--- src/rtl/core/svcs_pkg.sv ---
// Shared types, constants and helpers of the sparse voxel chunk store.
// No dependencies; every other file of the block imports this package.
package svcs_pkg;

  // Default geometry and word layout
  localparam int SVCS_BLOCK_EDGE      = 8;
  localparam int SVCS_CHUNKS_PER_SIDE = 4;
  localparam int SVCS_LEVELS          = 16;
  localparam int SVCS_TYPE_BITS       = 8;
  localparam int SVCS_META_BITS       = 8;

  // Command codes; codes above CMD_DIRTY are unknown and change nothing
  typedef enum logic [2:0] {
    CMD_READ  = 3'd0,
    CMD_WRITE = 3'd1,
    CMD_FILL  = 3'd2,
    CMD_SURF  = 3'd3,
    CMD_DIRTY = 3'd4
  } cmd_t;

  typedef enum logic [2:0] {
    ST_CLEAR,
    ST_IDLE,
    ST_ISSUE,
    ST_PLANE,
    ST_BLOCK,
    ST_WIPE,
    ST_OUT
  } state_t;

  // One finished result, handed from the controller to the output register
  typedef struct packed {
    logic [15:0] block;
    logic        inw;
    logic [3:0]  surf;
    logic        dirty;
  } res_t;

  // Address width for n entries, never below one bit
  function automatic int clog2m1(input int n);
    return (n > 1) ? $clog2(n) : 1;
  endfunction

endpackage

--- src/rtl/core/svcs_ram.sv ---
// Single-port synchronous RAM with registered read.
// Depends on svcs_pkg for the default word width (SVCS_TYPE_BITS + 1).
module svcs_ram import svcs_pkg::*; #(
  parameter int WIDTH = SVCS_TYPE_BITS + 1,
  parameter int AW    = 8
) (
  input  logic             clk,
  input  logic             we,
  input  logic [AW-1:0]    addr,
  input  logic [WIDTH-1:0] wdata,
  output logic [WIDTH-1:0] rdata
);

  logic [WIDTH-1:0] mem [2**AW];

  always_ff @(posedge clk) begin
    if (we) begin
      mem[addr] <= wdata;
    end
    rdata <= mem[addr];
  end

endmodule

--- config.mk ---
export PLATFORM = sky130hd
export DESIGN_NAME = svcs_ram
export DESIGN_NICKNAME = d
export VERILOG_FILES = /design/src/rtl/core/svcs_pkg.sv /design/src/rtl/core/svcs_ram.sv
export SDC_FILE = /design/constraint.sdc
export NUM_CORES = 2
export LEC_CHECK = 0
export BUFFER_PORTS_ARGS = -buffer_cell sky130_fd_sc_hd__buf_4
export CAP_MARGIN = 20
export CORE_AREA = 5 5 449 451
export CTS_CLUSTER_DIAMETER = 60
export DETAILED_ROUTE_END_ITERATION = 10
export DIE_AREA = 0 0 454 456
export GPL_TIMING_DRIVEN = 0
export PLACE_DENSITY = 0.57
export SYNTH_ARGS = -nofsm -noshare
export SYNTH_HDL_FRONTEND = slang
export SYNTH_SLANG_ARGS = --single-unit
--- constraint.sdc ---
create_clock -name clk -period 4.35 [get_ports clk]
set_clock_uncertainty 0.1 [all_clocks]
set_input_delay 0.435 -clock clk [delete_from_list [all_inputs] [get_ports clk]]
set_output_delay 0.435 -clock clk [all_outputs]
set_load 0.05 [all_outputs]
==> results list <==
- Measured against its own limit, the worst slew margin works out to 0.191.
* All-layer global routing usage: 0.236
- STA classifies the critical path endpoint as a flip-flop.
- Setup repair after global routing missed its margin: no
- The share of synthesized area in the top cell type comes to 0.786.
- Summed over all nets, the half-perimeter wirelength after detailed placement is 162 mm.
- The H-tree was split into 4 levels.
- Row generation in the floorplan step produced 163 rows.
- Final Slew Violations: 0
* Class of the tightest hold or removal check: in2reg
* Grt total ovfl: 0
- Synthesis handed over a netlist of 3945 instances.
- For this run, the detailed router's first-pass iteration total came to 5.
- The completed layout was analyzed and its total power is 46900 uW.
- Die Span Y: 456 um
- Leakage Power: 0.0302 uW
- Number of nets in the finished design: 4263
* Post-route antenna net violation count: 0
- # Max-Cap Violations: 0
- Count of placed standard cells in the final layout, fillers left out: 7082
- After synthesis the netlist holds a flip-flop and latch count of 2313.
- Final critical-path setup slack: -0.102 ns
* Clock period minus final worst setup slack: 4.45 ns
- Counting stages on the worst path, the most repeated cell is sky130_fd_sc_hd__clkbuf_1.
* Net count after synthesis: 3964
- After clock tree synthesis, the clock-pin slew on the worst setup and hold paths is 0.06 ns.
* Global-route wire length before repair: 342 mm
* Cells traversed along the worst timing path: clkbuf_1, clkbuf_1, buf_8, clkbuf_1, mux4_2, a22oi_1, a21oi_1, o41ai_1, nand4_1
* Peak per-stage delay on the critical path: 0.65 ns
* Total via count in the routed design: 43342
- After routing the design area is 0.100 mm2.
- Of the synthesized area, sequential elements account for 0.788.
- The flow ran to the end, but the final reports show violations.
* Per-cell via count in the routed design: 6.12
- Entering global routing, the biggest net connects 145 pins.
* DRC: 0
* Total negative slack for setup checks: -0.701 ns
* CTS tree: done
* Clock tree buffer depth: 3
- Effective utilization at floorplan: 0.447
* Number of antenna violations at the first check in global routing: 15
- Area post-placement: 0.0925 mm2
- Relative to the synthesized area, the layout overhead comes to 13.8%.
* Number of DRC markers in iteration 0: 5457
* Highest attainable clock frequency: 225 MHz
- Summed instance area of the synthesized netlist: 0.0880 mm2
- Worst Path Arrival: 4.90 ns
* Clock root buffer: sky130_fd_sc_hd__clkbuf_16
- Across all hold checks on the routed design, the worst slack comes to -0.0104 ns.
- 28 I/O pins were placed.
- Floorplan die area: 0.207 mm2
* Final-report setup violation count: 38
- Cell type with the highest aggregate area in the netlist: sky130_fd_sc_hd__edfxtp_1
- Final WL: 246 mm
* Average wire per cell in the routed design: 34.8 um
- Postcts setup bufs: 0
* Total number of yosys warnings: 0
* Number of buffers created by CTS: 229
- Crit path max fanout: 10
- Largest voltage drop on the vdd net: 0.000359 V
- Transition time at the pin with the least slew margin: 1.21 ns
* X dimension of the die: 454 um
* TritonCTS Sinks: 2313
- Post-synth cell types: 22
- Syn avg cell area: 22.3 um2
- Power Dens Cells: 469 mW/mm2
- Port Buffer Count: 23
* Cell types occupying the most area after synthesis: sky130_fd_sc_hd__edfxtp_1 79%, sky130_fd_sc_hd__mux4_2 15%, sky130_fd_sc_hd__a22oi_1 2.5%, sky130_fd_sc_hd__nor2_1 0.99%, sky130_fd_sc_hd__a21oi_1 0.82%
- After floorplanning, the core was sized to cover 0.197 mm2.
* Setup Crit Path Kind: in2reg
- The congestion estimate from routability-driven global placement came to 0.932.
* Layout cells sized above 1: 0.247
* WP data required: 4.80 ns
- Startpoint Class: input port
- Critical-path cell with the highest stage delay: sky130_fd_sc_hd__a22oi_1
* Share of the cycle needed by the critical path after routing: 1.02
- The final reports fail on hold timing, setup timing.
- Counting tap cells, the placed design contains a total of 6646 instances.
* Number of global-route vias before repair: 43428
- Total count of hold-check failures in the final report: 3
* Clock latency on the worst-skew pair: 0.87 ns
-- metal layers --
metal,GRT usage,routed length [um],up-vias
met2,0.363,116000,1995
met1,0.327,97400,23429
met5,0,71,-
li1,-,-,17464
met3,0.0561,21600,442
met4,0.0995,11900,12
-- through the flow --
stage,utilization,worst slack [ns]
2_1_floorplan,-,1.54
3_3_place_gp,0.465,-2.23
3_5_place_dp,0.470,-1.08
4_1_cts,0.509,0.00284
5_1_grt,0.509,0.00763
6_report,0.509,-0.102
-- cell type report --
class | count | area (um2)
Clock inverter | 135 | 1540
Buffer | 256 | 1140
Antenna cell | 6 | 15.0
Inverter | 1 | 3.75
Tap cell | 2640 | 3300
Fill cell | 15565 | 96600
Clock buffer | 288 | 6060
Sequential cell | 2313 | 69400
Timing Repair Buffer | 68 | 1070
Multi-Input combinational cell | 1375 | 17700
-- synth_stat cells (all sizes together) --
cell type  count
edfxtp      2304
mux4         576
a22oi        288
nor2         232
clkbuf       161
a21oi        144
buf           95
o41ai         36
nor3          30
nand2         28
nand3         13
dfxtp          9
nand4          9
nor2b          7
nand2b         6
and2           3
or2            2
inv            1
or3            1
-- kinds of logic after synthesis --
logic type      Yosys count  share of synthesized area
flops                  2313                      0.788
compound gates          468                     0.0363
simple gates            331                     0.0155
buf+inv                 257                     0.0127
mux                     576                      0.147
-- power breakdown --
group	internal, uW	switching (uW)	total, uW
Combinational	732	1610	2350
Clock	11400	8560	20000
Sequential	24600	32.0	24600
Total	36700	10200	46900
-- cells in the final DEF (no fill, tap or decap), types with 13 or more instances in the layout --
cell type | Yosys | final
sky130_fd_sc_hd__a21oi_1 | 144 | 144
sky130_fd_sc_hd__a22oi_1 | 288 | 288
sky130_fd_sc_hd__buf_1 | 26 | 26
sky130_fd_sc_hd__buf_16 | 0 | 19
sky130_fd_sc_hd__buf_2 | 50 | 55
sky130_fd_sc_hd__buf_4 | 15 | 32
sky130_fd_sc_hd__buf_8 | 0 | 13
sky130_fd_sc_hd__bufinv_16 | 0 | 26
sky130_fd_sc_hd__clkbuf_1 | 161 | 191
sky130_fd_sc_hd__clkbuf_16 | 0 | 231
sky130_fd_sc_hd__clkbuf_2 | 0 | 19
sky130_fd_sc_hd__clkinv_1 | 0 | 49
sky130_fd_sc_hd__clkinv_2 | 0 | 37
sky130_fd_sc_hd__edfxtp_1 | 2304 | 2304
sky130_fd_sc_hd__mux4_2 | 576 | 576
sky130_fd_sc_hd__nand2_1 | 28 | 28
sky130_fd_sc_hd__nand3_1 | 13 | 13
sky130_fd_sc_hd__nor2_1 | 232 | 217
sky130_fd_sc_hd__nor2_2 | 0 | 15
sky130_fd_sc_hd__nor3_2 | 0 | 23
sky130_fd_sc_hd__o41ai_1 | 36 | 35
-- worst paths after layout --
check,from,endpoint,slack (ns),cells past startpoint
worst max-delay path,addr[1],rdata[4]$_DFF_P_,-0.10,9
worst min register to register,mem[201][3]$_DFFE_PP_,rdata[3]$_DFF_P_,0.92,5
worst min-delay path,wdata[5],mem[134][5]$_DFFE_PP_,-0.01,1
worst max register to register,mem[92][7]$_DFFE_PP_,rdata[7]$_DFF_P_,0.95,5
-- state kept, by name (all words and copies together) (netlist names) --
signal  flops
mem      2304
rdata       9
-- worst max-delay path, delay by kind of cell --
family	cells	cell delay (ns)
and+or+nand+nor	1	0.51
buffers and inverters	4	1.89
AOI/OAI and AO/OA	3	1.61
muxes	1	0.43
-- repair_timing --
| item | in CTS | in global routing |
|---|---|---|
| hold buffers | 2 | 1 |
| endpoints found under the setup margin | 99 | 116 |
| resized for setup | 15 | 6 |
| hold endpoints to repair | 120 | 6 |
No activity file was read; power rests on OpenSTA's default activity.
