[src/rtl/core/svcs_pkg.sv]
// Shared types, constants and helpers of the sparse voxel chunk store.
// No dependencies; every other file of the block imports this package.
package svcs_pkg;

  // Default geometry and word layout
  localparam int SVCS_BLOCK_EDGE      = 8;
  localparam int SVCS_CHUNKS_PER_SIDE = 4;
  localparam int SVCS_LEVELS          = 16;
  localparam int SVCS_TYPE_BITS       = 8;
  localparam int SVCS_META_BITS       = 8;

  // Command codes; codes above CMD_DIRTY are unknown and change nothing
  typedef enum logic [2:0] {
    CMD_READ  = 3'd0,
    CMD_WRITE = 3'd1,
    CMD_FILL  = 3'd2,
    CMD_SURF  = 3'd3,
    CMD_DIRTY = 3'd4
  } cmd_t;

  typedef enum logic [2:0] {
    ST_CLEAR,
    ST_IDLE,
    ST_ISSUE,
    ST_PLANE,
    ST_BLOCK,
    ST_WIPE,
    ST_OUT
  } state_t;

  // One finished result, handed from the controller to the output register
  typedef struct packed {
    logic [15:0] block;
    logic        inw;
    logic [3:0]  surf;
    logic        dirty;
  } res_t;

  // Address width for n entries, never below one bit
  function automatic int clog2m1(input int n);
    return (n > 1) ? $clog2(n) : 1;
  endfunction

endpackage

[src/rtl/core/svcs_ctrl.sv]
// Command sequencer: plane and block memory accesses, plane wipe, surface scan,
// column dirty marks and the reset clearing pass. Depends on svcs_pkg.
module svcs_ctrl import svcs_pkg::*; #(
  parameter int BLOCK_EDGE      = SVCS_BLOCK_EDGE,
  parameter int CHUNKS_PER_SIDE = SVCS_CHUNKS_PER_SIDE,
  parameter int LEVELS          = SVCS_LEVELS,
  parameter int TYPE_BITS       = SVCS_TYPE_BITS,
  parameter int META_BITS       = SVCS_META_BITS
) (
  input  logic clk,
  input  logic rst,
  // incoming item, already split
  input  logic                                in_valid,
  output logic                                in_ready,
  input  logic [2:0]                          in_cmd,
  input  logic [4:0]                          in_y,
  input  logic [15:0]                         in_word,
  input  logic [7:0]                          in_fill,
  input  logic                                x_ok,
  input  logic [clog2m1(CHUNKS_PER_SIDE)-1:0] cx,
  input  logic [clog2m1(BLOCK_EDGE)-1:0]      dx,
  input  logic                                z_ok,
  input  logic [clog2m1(CHUNKS_PER_SIDE)-1:0] cz,
  input  logic [clog2m1(BLOCK_EDGE)-1:0]      dz,
  // plane memory: {allocated, uniform type}
  output logic                                                 pm_we,
  output logic [2*clog2m1(CHUNKS_PER_SIDE)+clog2m1(LEVELS)-1:0] pm_addr,
  output logic [TYPE_BITS:0]                                   pm_wdata,
  input  logic [TYPE_BITS:0]                                   pm_q,
  // block memory
  output logic bm_we,
  output logic [2*clog2m1(CHUNKS_PER_SIDE)+clog2m1(LEVELS)+2*clog2m1(BLOCK_EDGE)-1:0] bm_addr,
  output logic [TYPE_BITS+META_BITS-1:0] bm_wdata,
  input  logic [TYPE_BITS+META_BITS-1:0] bm_q,
  // result
  input  logic out_free,
  output logic res_load,
  output res_t res
);

  localparam int CH_W     = clog2m1(CHUNKS_PER_SIDE);
  localparam int EDGE_W   = clog2m1(BLOCK_EDGE);
  localparam int LVL_W    = clog2m1(LEVELS);
  localparam int COL_W    = 2 * CH_W;
  localparam int CELL_W   = 2 * EDGE_W;
  localparam int PLANE_AW = COL_W + LVL_W;
  localparam int WORD_W   = TYPE_BITS + META_BITS;

  function automatic logic [15:0] to_out(input logic [WORD_W-1:0] w);
    logic [31:0] t;
    t = 32'(w);
    return t[15:0];
  endfunction

  state_t state, state_next;
  logic [PLANE_AW-1:0] clr_cnt, clr_cnt_next;
  logic [CELL_W-1:0]   wipe_cnt, wipe_cnt_next;
  logic [LVL_W-1:0]    scan_lvl, scan_lvl_next;
  logic [(2**COL_W)-1:0] dirty, dirty_next;
  logic [15:0] res_block, res_block_next;
  logic [3:0]  res_surf, res_surf_next;
  logic        res_dirty, res_dirty_next;

  // latched item
  logic [2:0]          it_cmd;
  logic [CH_W-1:0]     it_cx, it_cz;
  logic [EDGE_W-1:0]   it_dx, it_dz;
  logic [4:0]          it_y;
  logic [WORD_W-1:0]   it_word;
  logic [TYPE_BITS-1:0] it_ftype;
  logic                it_inw;

  logic [7:0]          y8;
  logic [LVL_W-1:0]    in_lvl;
  logic [31:0]         w32;
  logic [15:0]         f16;
  logic                in_inw;
  logic                accept;
  logic [COL_W-1:0]    col;
  logic [CELL_W-1:0]   cell_ix;
  logic [PLANE_AW-1:0] plane_addr;
  logic [31:0]         lvl32;
  logic                scan_chk;
  logic [TYPE_BITS-1:0] scan_type;

  assign y8     = {3'b000, in_y};
  assign in_lvl = (in_y < LEVELS) ? y8[LVL_W-1:0] : '0;
  assign w32    = {16'h0000, in_word};
  assign f16    = {8'h00, in_fill};
  assign in_inw = (in_cmd == CMD_DIRTY) ? (x_ok && z_ok) : (x_ok && z_ok && (in_y < LEVELS));
  assign accept = in_valid && in_ready;

  assign col        = {it_cz, it_cx};
  assign cell_ix    = {it_dz, it_dx};
  assign plane_addr = {col, scan_lvl};
  assign lvl32      = 32'(scan_lvl);

  always_ff @(posedge clk) begin
    if (accept) begin
      it_cmd   <= in_cmd;
      it_cx    <= cx;
      it_dx    <= dx;
      it_cz    <= cz;
      it_dz    <= dz;
      it_y     <= in_y;
      it_word  <= w32[WORD_W-1:0];
      it_ftype <= f16[TYPE_BITS-1:0];
      it_inw   <= in_inw;
    end
  end

  always_ff @(posedge clk) begin
    if (rst) begin
      state   <= ST_CLEAR;
      clr_cnt <= '0;
      dirty   <= '0;
    end else begin
      state   <= state_next;
      clr_cnt <= clr_cnt_next;
      dirty   <= dirty_next;
    end
    wipe_cnt  <= wipe_cnt_next;
    scan_lvl  <= scan_lvl_next;
    res_block <= res_block_next;
    res_surf  <= res_surf_next;
    res_dirty <= res_dirty_next;
  end

  always_comb begin
    state_next     = state;
    clr_cnt_next   = clr_cnt;
    wipe_cnt_next  = wipe_cnt;
    scan_lvl_next  = scan_lvl;
    dirty_next     = dirty;
    res_block_next = res_block;
    res_surf_next  = res_surf;
    res_dirty_next = res_dirty;
    pm_we    = 1'b0;
    pm_addr  = plane_addr;
    pm_wdata = '0;
    bm_we    = 1'b0;
    bm_addr  = {plane_addr, cell_ix};
    bm_wdata = '0;
    in_ready = 1'b0;
    res_load = 1'b0;
    scan_chk = 1'b0;
    scan_type = '0;

    case (state)
      ST_CLEAR: begin
        pm_we        = 1'b1;
        pm_addr      = clr_cnt;
        clr_cnt_next = clr_cnt + 1'b1;
        if (&clr_cnt) begin
          state_next = ST_IDLE;
        end
      end
      ST_IDLE: begin
        in_ready = 1'b1;
        if (in_valid) begin
          scan_lvl_next  = in_lvl;
          res_block_next = '0;
          res_surf_next  = '0;
          res_dirty_next = 1'b0;
          state_next     = ST_ISSUE;
        end
      end
      ST_ISSUE: begin
        // plane read goes out on the default address
        if (!it_inw || (it_cmd > CMD_DIRTY)) begin
          state_next = ST_OUT;
        end else begin
          case (it_cmd)
            CMD_FILL: begin
              pm_we           = 1'b1;
              pm_wdata        = {1'b0, it_ftype};
              dirty_next[col] = 1'b1;
              state_next      = ST_OUT;
            end
            CMD_DIRTY: begin
              res_dirty_next  = dirty[col];
              dirty_next[col] = 1'b0;
              state_next      = ST_OUT;
            end
            default: begin
              state_next = ST_PLANE;
            end
          endcase
        end
      end
      ST_PLANE: begin
        case (it_cmd)
          CMD_READ: begin
            if (pm_q[TYPE_BITS]) begin
              state_next = ST_BLOCK;
            end else begin
              res_block_next = to_out(WORD_W'(pm_q[TYPE_BITS-1:0]));
              state_next     = ST_OUT;
            end
          end
          CMD_WRITE: begin
            dirty_next[col] = 1'b1;
            if (it_dx == '0 && it_cx != '0) begin
              dirty_next[{it_cz, it_cx - CH_W'(1)}] = 1'b1;
            end
            if (it_dx == EDGE_W'(BLOCK_EDGE - 1) && it_cx != CH_W'(CHUNKS_PER_SIDE - 1)) begin
              dirty_next[{it_cz, it_cx + CH_W'(1)}] = 1'b1;
            end
            if (it_dz == '0 && it_cz != '0) begin
              dirty_next[{it_cz - CH_W'(1), it_cx}] = 1'b1;
            end
            if (it_dz == EDGE_W'(BLOCK_EDGE - 1) && it_cz != CH_W'(CHUNKS_PER_SIDE - 1)) begin
              dirty_next[{it_cz + CH_W'(1), it_cx}] = 1'b1;
            end
            if (pm_q[TYPE_BITS]) begin
              bm_we      = 1'b1;
              bm_wdata   = it_word;
              state_next = ST_OUT;
            end else if (pm_q[TYPE_BITS-1:0] != it_word[TYPE_BITS-1:0]) begin
              // allocate the plane, then wipe it to air with the new word in place
              pm_we         = 1'b1;
              pm_wdata      = {1'b1, pm_q[TYPE_BITS-1:0]};
              wipe_cnt_next = '0;
              state_next    = ST_WIPE;
            end else begin
              state_next = ST_OUT;
            end
          end
          default: begin
            if (pm_q[TYPE_BITS]) begin
              state_next = ST_BLOCK;
            end else begin
              scan_chk  = 1'b1;
              scan_type = pm_q[TYPE_BITS-1:0];
            end
          end
        endcase
      end
      ST_BLOCK: begin
        if (it_cmd == CMD_READ) begin
          res_block_next = to_out(bm_q);
          state_next     = ST_OUT;
        end else begin
          scan_chk  = 1'b1;
          scan_type = bm_q[TYPE_BITS-1:0];
        end
      end
      ST_WIPE: begin
        bm_we         = 1'b1;
        bm_addr       = {plane_addr, wipe_cnt};
        bm_wdata      = (wipe_cnt == cell_ix) ? it_word : '0;
        wipe_cnt_next = wipe_cnt + 1'b1;
        if (&wipe_cnt) begin
          state_next = ST_OUT;
        end
      end
      ST_OUT: begin
        if (out_free) begin
          res_load   = 1'b1;
          state_next = ST_IDLE;
        end
      end
      default: begin
        state_next = ST_IDLE;
      end
    endcase

    // one level of the downward surface scan
    if (scan_chk) begin
      if (scan_type != '0) begin
        res_surf_next = lvl32[3:0];
        state_next    = ST_OUT;
      end else if (scan_lvl == '0) begin
        res_surf_next = it_y[3:0];
        state_next    = ST_OUT;
      end else begin
        scan_lvl_next = scan_lvl - 1'b1;
        state_next    = ST_ISSUE;
      end
    end
  end

  assign res.block = res_block;
  assign res.inw   = it_inw;
  assign res.surf  = res_surf;
  assign res.dirty = res_dirty;

endmodule

[config.mk]
export PLATFORM = sky130hd
export DESIGN_NAME = svcs_ctrl
export DESIGN_NICKNAME = d
export VERILOG_FILES = /design/src/rtl/core/svcs_pkg.sv /design/src/rtl/core/svcs_ctrl.sv
export SDC_FILE = /design/constraint.sdc
export NUM_CORES = 1
export LEC_CHECK = 0
export ABC_CLOCK_PERIOD_IN_PS = 2600
export BUFFER_PORTS_ARGS = -buffer_cell sky130_fd_sc_hd__buf_4
export CAP_MARGIN = 15
export CORE_UTILIZATION = 25
export DETAILED_ROUTE_END_ITERATION = 16
export PLACE_DENSITY_LB_ADDON = 0.25
export REMOVE_ABC_BUFFERS = 1
export SLEW_MARGIN = 40
export SYNTH_ARGS = -nofsm -noshare
export SYNTH_HDL_FRONTEND = slang
export SYNTH_SLANG_ARGS = --single-unit
[constraint.sdc]
create_clock -name clk -period 2.6 [get_ports clk]
set_clock_uncertainty 0.15 [all_clocks]
set_input_delay 0.26 -clock clk [delete_from_list [all_inputs] [get_ports clk]]
set_output_delay 0.26 -clock clk [all_outputs]
set_load 0.05 [all_outputs]
==> out/results.txt <==
result of the run: finished, final reports clean
power density over the cells: 801 mW/mm2
clock tree from TritonCTS: built
detailed placement HPWL: 12.3 mm
final-report max-slew violation count: 0
required time worst endpoint: 2.19 ns
max_cap viols: 0
minimum clock period: 2.52 ns
Die Width: 149 um
hold_ws: 0.0458 ns
area of the mapped netlist: 0.00541 mm2
clk sinks: 100
fraction of synthesis flops using an asynchronous set or reset pin: 0
number of antenna diodes: 0
clock slew seen by the registers of the worst setup and hold paths: 0.07 ns
area share of the largest cell type after synthesis: 0.361
clock latency on the worst-skew pair: 0.36 ns
relative area change from synthesis to final layout: 41.8%
startpoint type of the worst setup path: register
buffers added on ports: 145
Final setup viols: 0
CTS root buffer: sky130_fd_sc_hd__clkbuf_16
top-level port count: 146
leading cell types by total area after synthesis: sky130_fd_sc_hd__edfxtp_1 (36%), sky130_fd_sc_hd__dfxtp_1 (13%), sky130_fd_sc_hd__nand2_1 (3.6%)
number of CTS-inserted buffers: 9
final period utilization: 0.968
RSZ-0062 raised after global routing: false
peak supply drop: 0.415 mV
Clock Tree Buf Depth: 2
initial antenna violation count: 0
vias per cell: 4.98
final-report hold violation count: 0
DRC violation count after routing: 0
critical path data arrival time: 2.11 ns
number of enable flip-flop cells after synthesis: 65
top flip-flop cell by instance count after synthesis: sky130_fd_sc_hd__edfxtp_1
relative slew slack: 0.489
GR Util All Layers: 0.161
Die Outline Area: 0.0222 mm2
Max Freq: 397 MHz
remaining antenna violation count: 0
Avg WL per Cell: 17.6 um
Routed Wire Length: 17.5 mm
overflow left after global routing: 0
share of post-route cells with drive strength above 1: 0.301
synthesis warning total: 0
Core Region: 0.0211 mm2
cell taking the most area after synthesis: sky130_fd_sc_hd__edfxtp_1
post-layout utilization of the core: 0.364
final weighted congestion in routability-driven placement: 0.885
path type of the worst min-delay path: in -> reg
post-synthesis sequential element count: 100
length of the first detailed-routing pass in iterations: 6
DR vias: 4980
post-synthesis cell type count: 69
initial core utilization: 0.256
synthesized area per cell: 10.1 um2
pre-CTS setup slack: 0.120 ns
number of global-route vias before repair: 5089
number of violations reported at the end of detailed-routing iteration 0: 461
Final Net Count: 795
pin count of the biggest net entering global routing: 39
post-layout total power: 6.14 mW
share of the yosys chip area belonging to registers: 0.491
Worst Path Max Fanout: 10
H-tree level count: 3
Setup CP Type: reg -> out
gate count of the mapped netlist: 535
Worst-Margin Slew: 0.767 ns
wire length of the first global-routing pass: 27.7 mm
LEAKAGE: 3.03 nW
Final WS setup: 0.0840 ns
number of core rows: 53
crit end category: output pin
chip height: 149 um
-- synth_stat cells, drive strengths merged (3+ instances only) --
library cell,number
nand2,52
buf,11
nor4,7
or2,3
a31oi,6
a211oi,7
xnor2,15
nand3,12
and2,6
a221oi,6
mux4,5
dfxtp,35
a22o,17
nand2b,7
nor3b,8
nor4b,3
xor2,9
nand3b,8
mux2i,9
a2111oi,5
inv,10
nor2b,24
a311oi,5
nand4,7
a21oi,33
clkbuf,32
and3,15
edfxtp,65
o21ai,22
ha,3
or3,5
nor3,16
nor2,30
-- what timing repair did --
action                                 in CTS  in global routing
hold buffers                               41                  0
gates resized for setup                     7                  6
setup endpoints to repair                  25                 13
endpoints found under the hold margin      41                  0
pin swaps                                   1                  2
buffers inserted                            0                  1
-- worst max-delay path, cell delays in order (launching register included) --
cell                       delay (ns)
sky130_fd_sc_hd__edfxtp_1        0.47
sky130_fd_sc_hd__xnor2_2         0.18
sky130_fd_sc_hd__nand4_1         0.15
sky130_fd_sc_hd__o21ai_2         0.22
sky130_fd_sc_hd__nor4_4          0.08
sky130_fd_sc_hd__buf_4           0.20
sky130_fd_sc_hd__a22o_1          0.25
sky130_fd_sc_hd__buf_4           0.19
-- per-layer routing --
metal  routed length, um  vias up  global-route usage
li1                    -     2380                   -
met2                8370      187               0.262
met4                 344        0              0.0679
met5                   0        -                   0
met1                7530     2388               0.200
met3                1290       25              0.0440
-- area by class of cell --
class	instances	area (um2)
Sequential cell	100	2660
Clock buffer	15	280
Tap cell	275	344
Fill cell	2136	13400
Timing Repair Buffer	216	1760
Clock inverter	1	5.00
Inverter	10	37.5
Multi-Input combinational cell	382	2590
-- final timing paths --
kind / end / startpoint / cells after the start / slack [ns]
worst max-delay path: pm_wdata[0] / it_word[4] / 7 / 0.08
worst min-delay path: res_block[5] / bm_q[5] / 2 / 0.05
worst max register to register: res_surf[1] / state[0] / 5 / 0.27
worst min register to register: res_surf[1] / res_surf[1] / 2 / 0.32
-- where the power goes --
group,internal (mW),switching [mW],leakage (nW)
Combinational,0.928,1.67,1.98
Clock,0.737,0.610,0.146
Sequential,1.96,0.240,0.899
Total,3.62,2.52,3.03
-- cell families (layout without fill, tap and decap cells) --
group | count (synthesis) | in the layout | synth area share
DFF | 100 | 100 | 0.491
buffers and inverters | 53 | 242 | 0.0407
AOI/OAI and AO/OA | 128 | 128 | 0.167
xor gates and xnor gates | 24 | 24 | 0.0389
and+or+nand+nor | 211 | 211 | 0.214
muxes | 16 | 16 | 0.0417
adders and majority gates | 3 | 3 | 0.00694
-- metrics by stage --
stage               instances  setup TNS [ns]  instance area, um2
floorplan                 492          -83.56                5220
global placement          941               0                6910
detailed placement        941               0                6910
CTS                       998               0                7640
global route              999               0                7670
finish                    999               0                7670
-- layout by cell type, fill, tap and decap left out, types with 7 or more instances in the layout --
master                            n
sky130_fd_sc_hd__xor2_1           9
sky130_fd_sc_hd__nand3b_1         7
sky130_fd_sc_hd__nand3_1         12
sky130_fd_sc_hd__mux2i_1          9
sky130_fd_sc_hd__clkbuf_16        9
sky130_fd_sc_hd__a21oi_1         33
sky130_fd_sc_hd__xnor2_1         14
sky130_fd_sc_hd__o21ai_0         21
sky130_fd_sc_hd__and3_1          14
sky130_fd_sc_hd__nor3_1          15
sky130_fd_sc_hd__nor2_1          30
sky130_fd_sc_hd__nand2_1         52
sky130_fd_sc_hd__a22o_1          17
sky130_fd_sc_hd__edfxtp_1        65
sky130_fd_sc_hd__dfxtp_1         33
sky130_fd_sc_hd__nand4_1          7
sky130_fd_sc_hd__nor2b_1         24
sky130_fd_sc_hd__nand2b_1         7
sky130_fd_sc_hd__inv_1            9
sky130_fd_sc_hd__dlygate4sd3_1   41
sky130_fd_sc_hd__buf_4          171
Power figures use the tool's default switching activity.
